[src/rtl/plsu_pkg.sv]
// ----------------------------------------------------------------------------
// plsu_pkg
// Shared types and constants of the positional list store unit.
// ----------------------------------------------------------------------------
package plsu_pkg;

	localparam int DEPTH    = 16;
	localparam int IDX_W    = (DEPTH > 1) ? $clog2(DEPTH) : 1;
	localparam int CNT_W    = $clog2(DEPTH + 1);

	localparam int REQ_W    = 2;
	localparam int POS_W    = 8;
	localparam int VAL_W    = 32;
	localparam int STATUS_W = 2;
	localparam int EIDX_W   = 6;
	localparam int ECNT_W   = 7;

	typedef enum logic [REQ_W-1:0] {
		REQ_APPEND = 2'd0,
		REQ_UPDATE = 2'd1,
		REQ_DELETE = 2'd2,
		REQ_VIEW   = 2'd3
	} req_t;

	typedef enum logic [STATUS_W-1:0] {
		ST_OK     = 2'd0,
		ST_BADPOS = 2'd1,
		ST_FULL   = 2'd2,
		ST_EMPTY  = 2'd3
	} status_t;

	typedef enum logic {
		S_IDLE,
		S_VIEW
	} state_t;

	typedef struct packed {
		logic op_exec;
		logic view_begin;
		logic view_emit;
	} plsu_cmd_t;

	typedef struct packed {
		logic out_free;
		logic list_empty;
		logic view_last;
		logic req_is_view;
	} plsu_sts_t;

endpackage

[src/rtl/plsu_req_if.sv]
// ----------------------------------------------------------------------------
// plsu_req_if
// Request channel: valid/ready transfer of one list request.
// ----------------------------------------------------------------------------
interface plsu_req_if;
	import plsu_pkg::*;

	logic             valid;
	logic             ready;
	logic [REQ_W-1:0] req_type;
	logic [POS_W-1:0] position;
	logic [VAL_W-1:0] value;

	modport source (output valid, output req_type, output position, output value,
		input ready);
	modport sink (input valid, input req_type, input position, input value,
		output ready);

endinterface

[src/rtl/plsu_rsp_if.sv]
// ----------------------------------------------------------------------------
// plsu_rsp_if
// Result channel: valid/ready transfer of one result item.
// ----------------------------------------------------------------------------
interface plsu_rsp_if;
	import plsu_pkg::*;

	logic                valid;
	logic                ready;
	logic [STATUS_W-1:0] status;
	logic [VAL_W-1:0]    entry_value;
	logic [EIDX_W-1:0]   entry_index;
	logic [ECNT_W-1:0]   entry_count;
	logic                last;

	modport source (output valid, output status, output entry_value,
		output entry_index, output entry_count, output last, input ready);
	modport sink (input valid, input status, input entry_value,
		input entry_index, input entry_count, input last, output ready);

endinterface

[src/rtl/plsu_ctrl.sv]
// ----------------------------------------------------------------------------
// plsu_ctrl
// Request sequencer: accepts requests and steps view streaming.
// ----------------------------------------------------------------------------
module plsu_ctrl (
	input  logic                clk,
	input  logic                arst_n,
	input  logic                in_valid,
	output logic                in_ready,
	input  plsu_pkg::plsu_sts_t sts,
	output plsu_pkg::plsu_cmd_t cmd
);
	import plsu_pkg::*;

	state_t state_q;
	state_t state_d;
	logic   accept;

	assign accept = in_valid && in_ready;

	always_ff @(posedge clk or negedge arst_n) begin
		if (!arst_n) begin
			state_q <= S_IDLE;
		end else begin
			state_q <= state_d;
		end
	end

	always_comb begin
		state_d = state_q;
		unique case (state_q)
			S_IDLE: begin
				if (accept && sts.req_is_view && !sts.list_empty) begin
					state_d = S_VIEW;
				end
			end
			S_VIEW: begin
				if (sts.out_free && sts.view_last) begin
					state_d = S_IDLE;
				end
			end
			default: state_d = S_IDLE;
		endcase
	end

	always_comb begin
		in_ready = 1'b0;
		cmd      = '0;
		unique case (state_q)
			S_IDLE: begin
				in_ready = sts.out_free;
				if (accept) begin
					if (sts.req_is_view && !sts.list_empty) begin
						cmd.view_begin = 1'b1;
					end else begin
						cmd.op_exec = 1'b1;
					end
				end
			end
			S_VIEW: begin
				cmd.view_emit = sts.out_free;
			end
			default: begin
				in_ready = 1'b0;
			end
		endcase
	end

endmodule

[src/rtl/plsu_dp.sv]
// ----------------------------------------------------------------------------
// plsu_dp
// Entry store, count, view index and result register.
// ----------------------------------------------------------------------------
module plsu_dp (
	input  logic                          clk,
	input  logic                          arst_n,
	input  logic [plsu_pkg::REQ_W-1:0]    req_type,
	input  logic [plsu_pkg::POS_W-1:0]    position,
	input  logic [plsu_pkg::VAL_W-1:0]    value,
	input  plsu_pkg::plsu_cmd_t           cmd,
	output plsu_pkg::plsu_sts_t           sts,
	plsu_rsp_if.source                    rsp
);
	import plsu_pkg::*;

	logic [VAL_W-1:0]    entries_q [DEPTH];
	logic [CNT_W-1:0]    count_q;
	logic [IDX_W-1:0]    vidx_q;

	logic                out_valid_q;
	logic [STATUS_W-1:0] status_q;
	logic [VAL_W-1:0]    value_q;
	logic [EIDX_W-1:0]   index_q;
	logic [ECNT_W-1:0]   ecount_q;
	logic                last_q;

	req_t                req;
	logic                pos_ok;
	logic                full;
	logic [IDX_W-1:0]    pos_idx;
	logic [IDX_W-1:0]    tail_idx;
	logic                wr_app;
	logic                wr_upd;
	logic                wr_del;
	status_t             op_status;
	logic [CNT_W-1:0]    count_d;

	assign req      = req_t'(req_type);
	assign full     = (count_q == CNT_W'(DEPTH));
	assign pos_ok   = ({{(POS_W > CNT_W ? POS_W - CNT_W : 0){1'b0}}, count_q} >
		POS_W'(position));
	assign pos_idx  = position[IDX_W-1:0];
	assign tail_idx = count_q[IDX_W-1:0];

	always_comb begin
		wr_app    = 1'b0;
		wr_upd    = 1'b0;
		wr_del    = 1'b0;
		op_status = ST_OK;
		count_d   = count_q;
		unique case (req)
			REQ_APPEND: begin
				if (full) begin
					op_status = ST_FULL;
				end else begin
					wr_app  = cmd.op_exec;
					count_d = count_q + CNT_W'(1);
				end
			end
			REQ_UPDATE: begin
				if (!pos_ok) begin
					op_status = ST_BADPOS;
				end else begin
					wr_upd = cmd.op_exec;
				end
			end
			REQ_DELETE: begin
				if (!pos_ok) begin
					op_status = ST_BADPOS;
				end else begin
					wr_del  = cmd.op_exec;
					count_d = count_q - CNT_W'(1);
				end
			end
			REQ_VIEW: begin
				op_status = ST_EMPTY;
			end
			default: op_status = ST_OK;
		endcase
	end

	always_ff @(posedge clk) begin
		for (int i = 0; i < DEPTH; i++) begin
			if (wr_app && tail_idx == IDX_W'(i)) begin
				entries_q[i] <= value;
			end else if (wr_upd && pos_idx == IDX_W'(i)) begin
				entries_q[i] <= value;
			end else if (wr_del && IDX_W'(i) >= pos_idx && i < DEPTH - 1) begin
				entries_q[i] <= entries_q[(i < DEPTH - 1) ? i + 1 : i];
			end
		end
	end

	always_ff @(posedge clk or negedge arst_n) begin
		if (!arst_n) begin
			count_q <= '0;
			vidx_q  <= '0;
		end else begin
			if (cmd.op_exec) begin
				count_q <= count_d;
			end
			if (cmd.view_begin) begin
				vidx_q <= '0;
			end else if (cmd.view_emit) begin
				vidx_q <= vidx_q + IDX_W'(1);
			end
		end
	end

	always_ff @(posedge clk or negedge arst_n) begin
		if (!arst_n) begin
			out_valid_q <= 1'b0;
		end else if (cmd.op_exec || cmd.view_emit) begin
			out_valid_q <= 1'b1;
		end else if (rsp.ready) begin
			out_valid_q <= 1'b0;
		end
	end

	always_ff @(posedge clk) begin
		if (cmd.op_exec) begin
			status_q <= op_status;
			value_q  <= '0;
			index_q  <= '0;
			ecount_q <= ECNT_W'(count_d);
			last_q   <= 1'b1;
		end else if (cmd.view_emit) begin
			status_q <= ST_OK;
			value_q  <= entries_q[vidx_q];
			index_q  <= EIDX_W'(vidx_q);
			ecount_q <= ECNT_W'(count_q);
			last_q   <= sts.view_last;
		end
	end

	assign sts.out_free    = !out_valid_q || rsp.ready;
	assign sts.list_empty  = (count_q == '0);
	assign sts.view_last   = ((CNT_W'(vidx_q) + CNT_W'(1)) == count_q);
	assign sts.req_is_view = (req == REQ_VIEW);

	assign rsp.valid       = out_valid_q;
	assign rsp.status      = status_q;
	assign rsp.entry_value = value_q;
	assign rsp.entry_index = index_q;
	assign rsp.entry_count = ecount_q;
	assign rsp.last        = last_q;

endmodule

[src/rtl/positional_list_store_unit.sv]
// ----------------------------------------------------------------------------
// positional_list_store_unit
// Bounded ordered list of signed 32-bit values with positional requests.
// ----------------------------------------------------------------------------
// Requests arrive on req (valid/ready): append, update at position, delete at
// position and view. Results leave on rsp (valid/ready) from a result
// register, with a last marker on the final result of each request.
// Append, update and delete give one result each; delete closes the gap
// with a parallel shift of the entry row. A view gives one result per entry,
// one per cycle while the receiver takes them, streamed by the view index
// counter after the accepted view clears it; no request is taken until the
// view's last entry is loaded. A view of an empty list gives one empty status.
// Sustained rate: one request per cycle for append, update and delete while
// the receiver takes every result. Reset clears the count, the view index,
// the sequencer and the result valid flag; entry words and result fields
// are not cleared. When the receiver stalls, the result holds and req.ready
// drops until the result register can take a new transfer.
// ----------------------------------------------------------------------------
module positional_list_store_unit (
	input  logic        clk,
	input  logic        arst_n,
	plsu_req_if.sink    req,
	plsu_rsp_if.source  rsp
);
	import plsu_pkg::*;

	plsu_cmd_t cmd;
	plsu_sts_t sts;
	logic      in_ready;

	assign req.ready = in_ready;

	plsu_ctrl u_ctrl (
		.clk      (clk),
		.arst_n   (arst_n),
		.in_valid (req.valid),
		.in_ready (in_ready),
		.sts      (sts),
		.cmd      (cmd)
	);

	plsu_dp u_dp (
		.clk      (clk),
		.arst_n   (arst_n),
		.req_type (req.req_type),
		.position (req.position),
		.value    (req.value),
		.cmd      (cmd),
		.sts      (sts),
		.rsp      (rsp)
	);

endmodule

[src/flat_wrapper.sv]
// flat-port wrapper written by rule: the top's interface ports become plain ports
module positional_list_store_unit_flat import plsu_pkg::*;
  (clk, arst_n, req_valid, req_req_type, req_position, req_value, req_ready, rsp_valid, rsp_status, rsp_entry_value, rsp_entry_index, rsp_entry_count, rsp_last, rsp_ready);
  plsu_req_if req_i ();
  plsu_rsp_if rsp_i ();
  input  logic clk;
  input  logic arst_n;
  input wire logic [$bits(req_i.valid)-1:0] req_valid;
  input wire logic [$bits(req_i.req_type)-1:0] req_req_type;
  input wire logic [$bits(req_i.position)-1:0] req_position;
  input wire logic [$bits(req_i.value)-1:0] req_value;
  output wire logic [$bits(req_i.ready)-1:0] req_ready;
  output wire logic [$bits(rsp_i.valid)-1:0] rsp_valid;
  output wire logic [$bits(rsp_i.status)-1:0] rsp_status;
  output wire logic [$bits(rsp_i.entry_value)-1:0] rsp_entry_value;
  output wire logic [$bits(rsp_i.entry_index)-1:0] rsp_entry_index;
  output wire logic [$bits(rsp_i.entry_count)-1:0] rsp_entry_count;
  output wire logic [$bits(rsp_i.last)-1:0] rsp_last;
  input wire logic [$bits(rsp_i.ready)-1:0] rsp_ready;
  assign req_i.valid = req_valid;
  assign req_i.req_type = req_req_type;
  assign req_i.position = req_position;
  assign req_i.value = req_value;
  assign req_ready = req_i.ready;
  assign rsp_valid = rsp_i.valid;
  assign rsp_status = rsp_i.status;
  assign rsp_entry_value = rsp_i.entry_value;
  assign rsp_entry_index = rsp_i.entry_index;
  assign rsp_entry_count = rsp_i.entry_count;
  assign rsp_last = rsp_i.last;
  assign rsp_i.ready = rsp_ready;
  positional_list_store_unit u_core (.clk(clk), .arst_n(arst_n), .req(req_i), .rsp(rsp_i));
endmodule
[config.mk]
export PLATFORM = sky130hd
export DESIGN_NAME = positional_list_store_unit_flat
export DESIGN_NICKNAME = d
export VERILOG_FILES = /design/src/rtl/plsu_pkg.sv /design/src/rtl/plsu_req_if.sv /design/src/rtl/plsu_rsp_if.sv /design/src/rtl/plsu_ctrl.sv /design/src/rtl/plsu_dp.sv /design/src/rtl/positional_list_store_unit.sv /design/src/flat_wrapper.sv
export SDC_FILE = /design/constraint.sdc
export NUM_CORES = 1
export LEC_CHECK = 0
export BUFFER_PORTS_ARGS = -buffer_cell sky130_fd_sc_hd__buf_2
export CAP_MARGIN = 20
export CORE_ASPECT_RATIO = 0.7
export CORE_MARGIN = 2
export CORE_UTILIZATION = 28
export DETAILED_ROUTE_END_ITERATION = 8
export SYNTH_ARGS = -nofsm -noshare
export SYNTH_HDL_FRONTEND = slang
export SYNTH_SLANG_ARGS = --single-unit
[constraint.sdc]
create_clock -name clk -period 5 [get_ports clk]
set_input_delay 0.5 -clock clk [delete_from_list [all_inputs] [get_ports clk]]
set_output_delay 0.5 -clock clk [all_outputs]
set_load 0.005 [all_outputs]
==> impl_metrics.py <==
metrics = {
    "cts": {
        "cts_buffer_depth": 3,
        "numClockSinks": 567,
        "cts-root-buf": "clkbuf_16",
        "cts_buffers": 54,
        "tritoncts": "done",
        "post_cts_resized": 0,
        "clk_latency_ns": 0.65,
        "htreeDepth": 2,
        "clkTransAtPathRegs_ns": 0.07,
    },
    "place": {
        "io_buffers": 91,
        "gp_congestion": 0.830,
        "dp_hpwl_um": 48800,
        "dp_cells": 3043,
    },
    "routing": {
        "num_vias": 16429,
        "drt_iter0_drc": 1584,
        "vias_per_cell": 5.22,
        "drt-total-wl_um": 81700,
        "ant_nets": 0,
        "met3WireLength_um": 5020,
        "route.met2.wl_um": 37800,
        "met1_length_um": 37400,
        "wl_per_cell_um": 25.9,
        "maxUsedRoutingLayer": "met5",
        "drtPass1Iterations": 5,
        "drc": 0,
    },
    "logic_synthesis": {
        "yosys.area.top_type": "edfxtp_1",
        "ys.flop_type": "edfxtp_1",
        "yosysSeqAreaShare": 0.581,
        "synth_warnings": 0,
        "synth_area_leaders": "edfxtp_1 55%, mux2_2 16%, mux4_2 13%, mux2_4 3.2%, dfxtp_1 2.6%",
        "postSynth.asyncResetShare": 0.0194,
        "yosysMostFrequentCell": "edfxtp_1",
        "syn_area_sq_um": 28500,
        "synth.top_cell.area_share": 0.546,
        "synth_cell_types": 63,
        "synth_commonest_cells": "519 x edfxtp_1, 398 x mux2_2, 160 x mux4_2",
        "synthesis.instances": 1708,
        "avgSynthCellArea_sq_um": 16.7,
        "ys_ff_latch": 567,
        "synth_edf_count": 519,
    },
    "die": {
        "die_area_sq_um": 105000,
        "die_w_um": 386,
        "dieHeight_um": 271,
        "start_util": 0.284,
        "fp-row-count": 97,
        "ios": 96,
        "core-area_sq_um": 101000,
    },
    "timing": {
        "hold_violations": 0,
        "relSlewSlack": 0.280,
        "rsz0062_at_grt": "false",
        "fin_crit_sh": 0.821,
        "setup_viol": 0,
        "finalWorstPathRequiredPeriod_ns": 4.11,
        "tightest_slew_ns": 1.08,
        "max_freq_mhz": 243,
        "slew_violations": 0,
        "skew_ns": 0.0280,
        "final.setup.tns_ns": 0,
    },
    "power_and_ir_drop": {
        "internal-power_mw": 9.55,
        "switching_share": 0.293,
        "combPwrFrac": 0.259,
        "ir_drop_mv": 0.418,
        "p_total_mw": 13.5,
        "power.clock.fraction": 0.320,
        "leakage_nw": 10.9,
        "p_per_area_nw_per_um2": 415,
        "power_frac_seq": 0.421,
        "switching_power_mw": 3.95,
    },
    "critical_path": {
        "cp.required_ns": 5.39,
        "crit_fanout": 19,
        "cp-end-kind": "flip-flop",
        "cp.arrival_ns": 4.49,
        "worst_r2r_path_depth": 9,
        "crit_type": "reg -> reg",
        "cp-start-kind": "flip-flop",
    },
    "finish": {
        "syn_to_final_growth_pct": 14.0,
        "antennaDiodeCount": 0,
        "layout-drive-gt1-share": 0.497,
        "nets": 1827,
        "utilization": 0.324,
        "fillCellCount": 9629,
        "fin_cells": 3148,
    },
    "worst_hold_path": {
        "hold_depth": 1,
        "hold_class": "in -> reg",
    },
    "global_routing": {
        "grt_overflow": 0,
        "grt_pass1_wl_um": 119000,
        "grt_pass1_vias": 16744,
        "grt_start_max_net_pins": 104,
        "track_usage": 0.155,
        "antenna_found_initial": 5,
    },
    "job": {
        "drv_cap": 0,
    },
    "outcome": {
        "status": "completed",
    },
}
==> sequential cells by signal, summed over array words and instances, names as in the netlist, 2 cells and up <==
signal,count
u_core.u_dp.rsp.entry_index,4
u_core.u_dp.rsp.entry_count,5
u_core.u_dp.rsp.status,2
u_core.u_dp.entries_q,512
u_core.u_dp.rsp.entry_value,32
u_core.u_dp.count_q,5
u_core.u_dp.vidx_q,4
==> path summary, 6_finish.rpt <==
| check | endpoint | slack (ns) | startpoint |
|---|---|---|---|
| max | u_core.u_dp.entries_q[9][18] | 0.89 | u_core.u_dp.count_q[1] |
| min | u_core.u_dp.entries_q[15][8] | 0.24 | req_value[8] |
| max reg2reg | u_core.u_dp.entries_q[9][18] | 0.89 | u_core.u_dp.count_q[1] |
| min reg2reg | u_core.u_dp.rsp.entry_value[24] | 0.45 | u_core.u_dp.rsp.entry_value[24] |
| max in group asynchronous | u_core.u_dp.vidx_q[1] | 4.45 | arst_n |
| min in group asynchronous | u_core.u_dp.count_q[4] | 0.28 | arst_n |
==> stage by stage <==
step | area (sq um) | hold WS [ns] | setup WS, ns
CTS | 32500 | 0.189 | 0.909
finish | 32600 | 0.236 | 0.893
global placement | 30700 | 0.397 | 0.891
floorplan | 28600 | 0.204 | 0.148
global route | 32600 | 0.224 | 0.691
detailed placement | 30700 | 0.402 | 0.764
==> critical path, stage by stage, from the launching register on <==
cell,delay [ns]
dfrtp_1,0.49
inv_1,0.18
ha_1,0.30
nor4b_4,0.42
o2111ai_2,0.46
a21oi_1,0.31
and2_1,0.24
nand3_2,0.69
buf_4,0.49
mux2_2,0.28
==> routing by layer <==
layer | vias to the layer above | GRT usage
met2 | 578 | 0.242
li1 | 6879 | -
met3 | 112 | 0.0253
met5 | - | 0
met4 | 6 | 0.0313
met1 | 8854 | 0.225
==> power groups by stage <==
stage	Sequential, mW	Clock [mW]	Combinational (mW)
global placement	5.79	0	3.53
detailed placement	5.80	0	3.54
floorplan	5.61	0	2.58
global route	5.73	4.58	3.77
CTS	5.70	4.42	3.57
finish	5.68	4.32	3.50
==> cells in the final DEF (no fill, tap or decap), types with 4 or more instances in the layout <==
master     instances
mux2_4            60
nand3_1           45
nand4_1           10
a21oi_1           20
nor2b_1            5
nand2_1          105
dfxtp_1           37
mux4_2           160
xnor2_1            6
inv_1             10
nor2_1            25
buf_4             48
bufinv_16          4
buf_12             9
o21ai_0           15
a31oi_1            5
mux2_1            22
mux2i_1            4
ha_1              15
dfrtp_1            8
clkbuf_16         54
edfxtp_1         519
nand3_2            7
buf_2             91
nor3_1             9
xor2_1             4
conb_1             4
mux2_2           398
o21ai_4            9
clkinv_1           6
clkbuf_8          11
clkbuf_1           9
clkinv_2          12
==> area by class of cell <==
type	instances	area [sq um]	area share
flip-flops and latches	567	16600	0.510
multi-input cells	980	11400	0.349
well taps	1336	1670	0.0513
clock buffers	74	1540	0.0472
repair buffers	150	1030	0.0317
clock inverters	28	300	0.00922
inverters	13	48.8	0.00150
==> kinds of logic after synthesis <==
group	share of synthesized area
and+or+nand+nor	0.0387
AOI/OAI and AO/OA	0.0167
buffers and inverters	0.0286
adders and majority gates	0.00657
xor gates and xnor gates	0.00307
DFF	0.581
other	0.000131
muxes	0.325
==> timing repair <==
action	4_1_cts	5_1_grt
hold buffers	1	0
hold endpoints to repair	11	0
setup buffers	0	0
Power figures use the tool's default switching activity.
